## config.mk

```make
export PLATFORM = sky130hd
export DESIGN_NAME = v3nr_sqrt
export DESIGN_NICKNAME = d
export VERILOG_FILES = /design/src/hdl/v3nr_sqrt.sv
export SDC_FILE = /design/constraint.sdc
export NUM_CORES = 2
export LEC_CHECK = 0
export BUFFER_PORTS_ARGS = -buffer_cell sky130_fd_sc_hd__buf_2
export CORE_MARGIN = 2
export CORE_UTILIZATION = 60
export DETAILED_ROUTE_END_ITERATION = 16
export PLACE_DENSITY = 0.76
export SLEW_MARGIN = 20
export SYNTH_ARGS = -nofsm -noshare
export SYNTH_HDL_FRONTEND = slang
export SYNTH_MEMORY_MAX_BITS = 65536
export SYNTH_SLANG_ARGS = --single-unit
```

## constraint.sdc

```tcl
create_clock -name clk_i -period 8.6 [get_ports clk_i]
set_input_delay 0.43 -clock clk_i [delete_from_list [all_inputs] [get_ports clk_i]]
set_output_delay 0.43 -clock clk_i [all_outputs]
set_load 0.01 [all_outputs]
```

## src/hdl/v3nr_sqrt.sv

```systemverilog
`timescale 1ns / 1ps

module v3nr_sqrt #(
  parameter int W  = 32,
  parameter int TW = 1
) (
  input  logic            clk_i,
  input  logic            rst_ni,
  input  logic            en_i,
  input  logic            valid_i,
  input  logic [2*W-1:0]  rad_i,
  input  logic [TW-1:0]   tag_i,
  output logic            valid_o,
  output logic [W-1:0]    root_o,
  output logic [TW-1:0]   tag_o
);

  logic           vld_q  [W];
  logic [W+1:0]   rem_q  [W];
  logic [W-1:0]   root_q [W];
  logic [2*W-1:0] rad_q  [W];
  logic [TW-1:0]  tag_q  [W];

  for (genvar k = 0; k < W; k++) begin : g_stage
    logic           vld_p;
    logic [W+1:0]   rem_p;
    logic [W-1:0]   root_p;
    logic [2*W-1:0] rad_p;
    logic [TW-1:0]  tag_p;
    logic [W+1:0]   rem_sh;
    logic [W+1:0]   trial;
    logic           ge;

    if (k == 0) begin : g_first
      assign vld_p  = valid_i;
      assign rem_p  = '0;
      assign root_p = '0;
      assign rad_p  = rad_i;
      assign tag_p  = tag_i;
    end else begin : g_next
      assign vld_p  = vld_q[k-1];
      assign rem_p  = rem_q[k-1];
      assign root_p = root_q[k-1];
      assign rad_p  = rad_q[k-1];
      assign tag_p  = tag_q[k-1];
    end

    assign rem_sh = {rem_p[W-1:0], rad_p[2*(W-1-k)+1 -: 2]};
    assign trial  = {root_p, 2'b01};
    assign ge     = (rem_sh >= trial);

    always_ff @(posedge clk_i or negedge rst_ni) begin
      if (!rst_ni) begin
        vld_q[k] <= 1'b0;
      end else if (en_i) begin
        vld_q[k] <= vld_p;
      end
    end

    always_ff @(posedge clk_i) begin
      if (en_i) begin
        rem_q[k]  <= ge ? (rem_sh - trial) : rem_sh;
        root_q[k] <= {root_p[W-2:0], ge};
        rad_q[k]  <= rad_p;
        tag_q[k]  <= tag_p;
      end
    end
  end

  assign valid_o = vld_q[W-1];
  assign root_o  = root_q[W-1];
  assign tag_o   = tag_q[W-1];

endmodule

```

==> metrics <==
status completed; wirelength, routed about 240 mm; CTS Sinks ~2500; area of the multi-input gates between 0.03 and 0.04 mm^2; Yosys top cell area share 0.6395; largest net degree at the start of global routing 206; WS Path Type flip-flop to flip-flop; vias in the first global route 68990; worst min-delay path startpoint en_i; Initial Utilization 0.6026; Synth top cells by count 2497 x edfxtp_1, 708 x inv_1, 646 x a21oi_1; peak supply drop roughly 0.00025 V; count leader, synth edfxtp_1; Post-synth EDFFs about 2500; YS warnings 0; antenna violations before repair 6; WL per Instance about 20 um; Core Region between 0.15 and 0.2 mm^2; first-pass GRT wire length 380.5 mm; Final Wtd Congestion 0.9184; final hold vios 0; post-CTS setup buffer count 0; clock latency at the later pin of the worst-skew pair 0.93 ns; DR iter-0 viols slightly above 6000; crit path max fanout 35; Crit path required time between 9 and 10 ns; via total after detailed routing 70720; Max Fclk 0.2254 GHz; switching share of power 0.2808; Leakage Power slightly above 0.05 uW; DP Wirelength 171.2 mm; DP Area between 0.1 and 0.15 mm^2; r2r setup slk 4.16 ns; Total Routing Usage GR 0.2437; drt pass-1 iters 6; reg2reg path depth 11; Cell variety after synth between 80 and 90; FF/Latch Area 0.07578 mm^2; reg2reg start rem_q[1][307]; total of max-cap violations 0; syn_area_per_cell 13.06 um^2; Die Span X between 400 and 500 um; die area 0.1990 mm^2; Clock power frac 0.322; # DRC 0; Die Height ~450 um; Port-buffer cells around 100; Startpoint Class flip-flop; CTS Buf Count approximately 280; # fillers about 14000; root buffer cell clkbuf_16; Min-Delay Endpoint rad_q[0][2]; Switch Pwr between 10000 and 15000 uW; Reg power frac 0.466; Seq/Total Area, Yosys 0.6463; clock slew at reported path FFs 0.06 ns; Arrival @ worst endpoint between 5 and 6 ns; hold_ws roughly 0.018 ns; combinational share of power 0.212; Area Growth Syn to Fin 11.19%; FFs w/ async S/R, synth 0.01265; HP Class input pin to flip-flop; Final Setup Violations 0; worst reg2reg endpoint rem_q[1][353]; CTS tree done; Hold Crit Depth 1; Gate Count Post-Synth about 9000; Total Negative Setup Slacks 0 ns; final instance area about 0.13 mm^2; Synth Cell Area 0.1173 mm^2; Rows between 150 and 200; Int Pwr around 26000 uW; Vias/cell 5.875; worst-case clock buffer depth 4; CP Capture Type flip-flop; final antenna-violating net count 0; Synth Register Bits ~2500; pwr dens approximately 280 mW/mm^2; Final period util 0.5159; unrepaired setup endpoints after global routing no; Area contributors post-synth edfxtp_1 64%, ha_1 6.0%, xnor2_1 3.3%, a21oi_1 2.8%, xor2_1 2.5%; layout cell share with drive strength beyond 1 0.08207; H-tree levels 5; worst relative slew slack 0.2321; Final Non-Filler Cells 12040; Cells after DPL roughly 11000; origin of the worst setup path rem_q[1][307]; worst slew pin tran 1.152 ns; nets@finish 9933; most common flop cell mapped by yosys edfxtp_1; top cell type by total area after synthesis edfxtp_1; clk_skew 0.05597 ns; syn nets roughly 9600; # IOs 103; Max Slew Vio Count 0; Congestion Overflow GR 0; Tmin final around 4.4 ns
==> layout make-up <==
| type | count | share of cell area |
|---|---|---|
| Clock buffer | 331 | 0.05603 |
| Sequential cell | 2529 | 0.5813 |
| Tap cell | 2542 | 0.02440 |
| Inverter | 711 | 0.02047 |
| Clock inverter | 141 | 0.01136 |
| Timing Repair Buffer | 221 | 0.01324 |
| Multi-Input combinational cell | 5559 | 0.2932 |
| Antenna cell | 3 | 0.00005758 |
==> flip-flops by register name, indices dropped and copies added (netlist names) <==
name,cells
root_q,528
rem_q,945
rad_q,992
valid_o,1
tag_q,32
g_stage.vld_p,31
==> power groups by stage <==
stage               combinational (uW)  sequential, uW  clock, uW
floorplan                         5630           16400          0
global placement                  7310           17000          0
detailed placement                7460           17000          0
CTS                               7560           16800      11800
global route                      8440           16900      12300
finish                            7600           16800      11600
==> cells in the final DEF, fill, tap and decap left out, types with 61 or more instances in the layout <==
master	instances
nand2_1	469
edfxtp_1	2497
xnor2_1	446
inv_1	707
a21o_1	242
nand2b_1	119
dlygate4sd3_1	68
mux2_2	158
nand3_1	161
o21ai_0	369
nor2_1	619
xor2_1	331
nor3_1	181
ha_1	561
a21oi_1	645
buf_2	101
or3_1	89
clkbuf_16	285
nand4_1	117
o21a_1	107
nor4_1	105
or2_2	61
nor2b_1	76
==> what timing repair did <==
item,CTS,global route
hold buffers,68,0
endpoints found under the hold margin,99,0
resized for setup,0,0
==> how the worst max path moves through the flow <==
stage               depth (start not counted)  slack, ns            end
floorplan                                  11       4.97  rem_q[1][478]
global placement                           13       4.35  rem_q[1][361]
detailed placement                         13       4.23  rem_q[1][361]
CTS                                        11       4.18  rem_q[1][351]
global route                               11       3.84  rem_q[1][353]
finish                                     11       4.16  rem_q[1][353]
==> critical path, cell delays in order, from the launching register on <==
cell      delay, ns
edfxtp_1       0.39
ha_1           0.39
o211ai_1       0.20
a21oi_1        0.10
o41ai_1        0.66
o211ai_1       0.23
a21oi_1        0.36
o21ai_0        0.24
a21oi_1        0.40
clkinv_1       0.45
buf_4          0.41
mux2_2         0.32
==> per-stage QoR <==
step,util,setup slack [ns],power [uW]
after floorplan,-,4.973,22060
after global placement,0.6211,4.349,24290
after detailed placement,0.6212,4.230,24460
after CTS,0.6698,4.179,36160
after global routing,0.6700,3.838,37630
final,0.6700,4.163,35940
==> routing by layer <==
metal / wire length (um) / up-vias / part of all wire / GRT usage
li1: - / 33870 / - / -
met1: 103100 / 34530 / 0.42 / 0.3222
met2: 121700 / 1852 / 0.50 / 0.4177
met3: 11880 / 465 / 0.049 / 0.03428
met4: 7232 / 4 / 0.030 / 0.07775
met5: 73 / - / 0.00030 / 0
==> cell families (layout without fill, tap and decap cells) <==
logic type / after synthesis / count (layout) / synth area share
simple gates: 2264 / 2264 / 0.09688
fa+ha+maj: 561 / 561 / 0.05986
compound gates: 1787 / 1787 / 0.09420
flops: 2529 / 2529 / 0.6463
buf+inv: 890 / 1404 / 0.02861
mux: 169 / 169 / 0.01611
xor+xnor: 777 / 777 / 0.05804
other cells: 1 / 4 / 0.00003198
(Power assumes the default switching activity.)
