`src/hdl/v3nr_div.sv`:
```
`timescale 1ns / 1ps

module v3nr_div #(
  parameter int W  = 32,
  parameter int F  = 16,
  parameter int TW = 1
) (
  input  logic          clk_i,
  input  logic          rst_ni,
  input  logic          en_i,
  input  logic          valid_i,
  input  logic [W-1:0]  mag_i,
  input  logic [W-1:0]  den_i,
  input  logic [TW-1:0] tag_i,
  output logic          valid_o,
  output logic [F:0]    quo_o,
  output logic [TW-1:0] tag_o
);

  localparam int NS = F + 1;

  logic          vld_q [NS];
  logic [W-1:0]  rem_q [NS];
  logic [F:0]    quo_q [NS];
  logic [W-1:0]  den_q [NS];
  logic [TW-1:0] tag_q [NS];

  for (genvar k = 0; k < NS; k++) begin : g_stage
    logic          vld_p;
    logic [W-1:0]  rem_p;
    logic [F:0]    quo_p;
    logic [W-1:0]  den_p;
    logic [TW-1:0] tag_p;
    logic          nb;
    logic [W:0]    rsh;
    logic [W:0]    dext;
    logic [W:0]    diff;
    logic          ge;

    if (k == 0) begin : g_first
      assign vld_p = valid_i;
      assign rem_p = {1'b0, mag_i[W-1:1]};
      assign quo_p = '0;
      assign den_p = den_i;
      assign tag_p = tag_i;
      assign nb    = mag_i[0];
    end else begin : g_next
      assign vld_p = vld_q[k-1];
      assign rem_p = rem_q[k-1];
      assign quo_p = quo_q[k-1];
      assign den_p = den_q[k-1];
      assign tag_p = tag_q[k-1];
      assign nb    = 1'b0;
    end

    assign rsh  = {rem_p, nb};
    assign dext = {1'b0, den_p};
    assign ge   = (rsh >= dext);
    assign diff = rsh - dext;

    always_ff @(posedge clk_i or negedge rst_ni) begin
      if (!rst_ni) begin
        vld_q[k] <= 1'b0;
      end else if (en_i) begin
        vld_q[k] <= vld_p;
      end
    end

    always_ff @(posedge clk_i) begin
      if (en_i) begin
        rem_q[k] <= ge ? diff[W-1:0] : rsh[W-1:0];
        quo_q[k] <= {quo_p[F-1:0], ge};
        den_q[k] <= den_p;
        tag_q[k] <= tag_p;
      end
    end
  end

  assign valid_o = vld_q[NS-1];
  assign quo_o   = quo_q[NS-1];
  assign tag_o   = tag_q[NS-1];

endmodule

```
`config.mk`:
```
export PLATFORM = sky130hd
export DESIGN_NAME = v3nr_div
export DESIGN_NICKNAME = d
export VERILOG_FILES = /design/src/hdl/v3nr_div.sv
export SDC_FILE = /design/constraint.sdc
export NUM_CORES = 2
export LEC_CHECK = 0
export CORE_MARGIN = 5
export CORE_UTILIZATION = 59
export CTS_BUF_LIST = sky130_fd_sc_hd__clkbuf_16
export DETAILED_ROUTE_END_ITERATION = 10
export DONT_BUFFER_PORTS = 1
export PLACE_DENSITY = 0.76
export SLEW_MARGIN = 10
export SYNTH_ARGS = -nofsm -noshare
export SYNTH_HDL_FRONTEND = slang
export SYNTH_SLANG_ARGS = --single-unit
```
`constraint.sdc`:
```
create_clock -name clk_i -period 3.8 [get_ports clk_i]
set_input_delay 0.19 -clock clk_i [delete_from_list [all_inputs] [get_ports clk_i]]
set_output_delay 0.19 -clock clk_i [all_outputs]
set_load 0.1 [all_outputs]
```
==> impl_metrics.toml <==
[outcome]
status = "finished clean"

[routing]
drt_iter0_drc = 2666
drt-total-wl_um = 162000
drtPass1Iterations = 5
wire_per_inst_um = 19.3
ant_nets = 0
drc = 0
vias_per_cell = 5.82
via_count = 48987

[power_and_ir_drop]
ir_drop_mv = 0.550
intPower_mw = 42.4
switchingPower_mw = 25.9
p_leak_nw = 33.8
swShare_pct = 37.9
powerDensity_nw_per_um2 = 855
power_mw = 68.3
clockPowerShare_pct = 18.2
seqPwrFrac_pct = 32.3
p_comb_share_pct = 49.5

[synthesis]
synth-edff-count = 1194
ys_types = 93
yosys-top-cells-area = "edfxtp_1 (51%), ha_1 (9.7%), a21oi_1 (4.0%), inv_1 (3.7%), xnor2_1 (3.3%)"
synth_top_area_cell = "edfxtp_1"
syn-num-nets = 7054
seq_area_frac_synth_pct = 51.6
synth_ff_type = "edfxtp_1"
synthArstFlopShare_pct = 1.40
netlist_area_um2 = 70400
yosys_warnings = 0
ys_seq_elements = 1211
avgSynthCellArea_um2 = 11.0
syn_inst = 6426
synth_top_area_share_pct = 50.9

[cells_and_area]
nets = 7398
n_antenna_cell = 0
layout-drive-gt1-share_pct = 10.8
multi_input_area_um2 = 31200
nFillCells = 8609
seq_area_um2 = 36300
fin_cells = 8411
synthToLayoutAreaGrowth_pct = 13.4

[grt]
grt_use_total_pct = 25.4
antenna_found_initial = 0
grt-ovfl-total = 0
grt_max_degree = 130
grt_pass1_vias = 51417
grt_pass1_wl_um = 255000

[clock_tree]
cts_made_buffers = 136
ctsHtreeMaxLevel = 4
cts_root_buf = "clkbuf_16"
cts_tree = "yes"
path_clk_slew_ns = 0.06
cts_num_sinks = 1211
clockBufferDepth = 3
clock_latency_ns = 0.77

[timing]
min_period_ns = 3.76
slew_violations = 0
slew_headroom_pct = 38.8
finalSetupViolCount = 0
rsz0062_at_grt = "yes"
period_share_pct = 99.0
fin_ws_ns = 0.0384
final-hold-violation-count = 0
finalClockSkew_ns = 0.0215
tightest_slew_ns = 0.920
fmax_mhz = 266

[floorplanning]
io_pins = 88
start_util_pct = 59.5
fp.dieArea_um2 = 126000
core_area_um2 = 118000
die_y_um = 355
fp.dieW_um = 355
num_rows = 126

[critical_path]
critPathCaptureType = "register"
worstPathRequired_ns = 4.32
startpoint = "rem_q[0][96]$_SDFFCE_PN0P_"
critPathLaunchType = "register"
rr_startpoint = "rem_q[0][96]$_SDFFCE_PN0P_"
arrival_ns = 4.28
r2r_cells = 13
worst-setup-path-type = "reg2reg"
crit_fanout = 4

[placed_design]
dpl.cell_count = 8080
gp_congestion = 0.986
numPortBuffers = 0
post-place-ws_ns = -0.413
dp_hpwl_um = 122000

[run]
cap_violations = 0

[worst_hold_path]
hold_depth = 1
min_path_type = "in2reg"
hold_start = "den_i[13]"
[stage by stage]
stage	setup TNS (ns)	instance area, um^2	hold slack, ns	util [%]
floorplan	0	70400	-0.106	-
detailed placement	-18.23	74200	-0.105	62.8
global route	-3.33	79800	0.0253	67.5
CTS	0	79300	0.000655	67.0
finish	0	79800	0.0528	67.5
global placement	-15.19	74200	-0.105	62.8
[synth_stat cells, types with 61 or more instances]
cell type,n
xor2_1,170
nor2_1,370
edfxtp_1,1194
nand2b_1,85
clkbuf_1,145
inv_1,690
xnor2_1,268
nor2b_1,86
mux2_1,69
nand4_1,84
a31oi_1,61
ha_1,543
nand2_1,443
mux2_2,124
a21oi_1,558
a21o_1,293
nand3_1,114
o21ai_0,420
[flip-flops by register name, summed over array words and instances (netlist names)]
| signal | count |
|---|---|
| den_q | 512 |
| rem_q | 512 |
| quo_q | 153 |
| tag_q | 17 |
| g_stage.vld_p | 16 |
| valid_o | 1 |
[path summary, 6_finish.rpt]
path	to	slack, ns
max in group asynchronous	g_stage[14].vld_p$_DFFE_PN0P_	2.86
worst min-delay path	den_q[0][13]$_DFFE_PP_	0.05
min in group asynchronous	valid_o$_DFFE_PN0P_	0.47
worst max-delay path	rem_q[0][154]$_DFFE_PP_	0.04
worst min register to register	tag_q[0][5]$_DFFE_PP_	0.41
worst max register to register	rem_q[0][154]$_DFFE_PP_	0.04
[critical path: stages (launching register included)]
cell and delay (ns):
edfxtp_1 0.43, inv_1 0.13, fa_1 0.26, nor2b_1 0.06
o21ai_0 0.29, a21oi_1 0.15, o21ai_0 0.35, a21oi_2 0.18
a221oi_2 0.41, o21ai_0 0.19, a31oi_2 0.37, o21bai_1 0.16
a211o_1 0.31, a31o_2 0.24
[cells by family (layout without fill, tap and decap cells)]
| group | after synthesis | count (layout) | share of synthesized area, % |
|---|---|---|---|
| AND/OR/NAND/NOR | 1403 | 1403 | 9.43 |
| multiplexers | 201 | 201 | 3.20 |
| adder cells (fa/ha/maj) | 559 | 559 | 10.1 |
| flip-flops | 1211 | 1211 | 51.6 |
| XOR/XNOR | 438 | 438 | 5.45 |
| AO/OA/AOI/OAI | 1740 | 1740 | 15.5 |
| buffers and inverters | 874 | 1323 | 4.80 |
[what timing repair did]
item,CTS,global route
pin swaps,3,20
endpoints found under the hold margin,144,0
resized for setup,10,82
hold buffers,71,0
endpoints found under the setup margin,126,251
buffers inserted,0,13
gates cloned,0,4
[final cells by class]
| type | count | share of cell area [%] |
|---|---|---|
| sequential | 1211 | 45.4 |
| multi-input combinational | 4341 | 39.1 |
| timing repair buffer | 389 | 4.45 |
| clock buffer | 138 | 4.33 |
| inverter | 691 | 3.26 |
| tap | 1536 | 2.41 |
| clock inverter | 105 | 1.00 |
[power groups by stage]
| stage | logic (mW) | clock network [mW] | registers, mW |
|---|---|---|---|
| 4_1_cts | 32.8 | 12.7 | 22.0 |
| 3_3_place_gp | 31.7 | 0 | 22.2 |
| 5_1_grt | 37.1 | 13.3 | 22.4 |
| 2_1_floorplan | 23.3 | 0 | 21.5 |
| 3_5_place_dp | 32.3 | 0 | 22.3 |
| 6_report | 33.8 | 12.5 | 22.1 |
[metal layers]
layer | GRT usage, % | part of all wire, %
met3 | 3.15 | 2.8
met2 | 51.6 | 56
met5 | 0 | 0
met4 | 18.5 | 8.5
met1 | 22.4 | 33
[cells in the final DEF (no fill, tap or decap), types with 71 or more instances in the layout]
master,count
a21o_1,293
a21oi_1,553
buf_4,283
clkbuf_16,142
dlygate4sd3_1,71
edfxtp_1,1194
ha_1,537
inv_1,718
mux2_2,110
nand2_1,443
nand2b_1,85
nand3_1,113
nand4_1,84
nor2_1,370
nor2b_1,84
o21ai_0,411
xnor2_1,268
xor2_1,170
(Power assumes the default switching activity.)
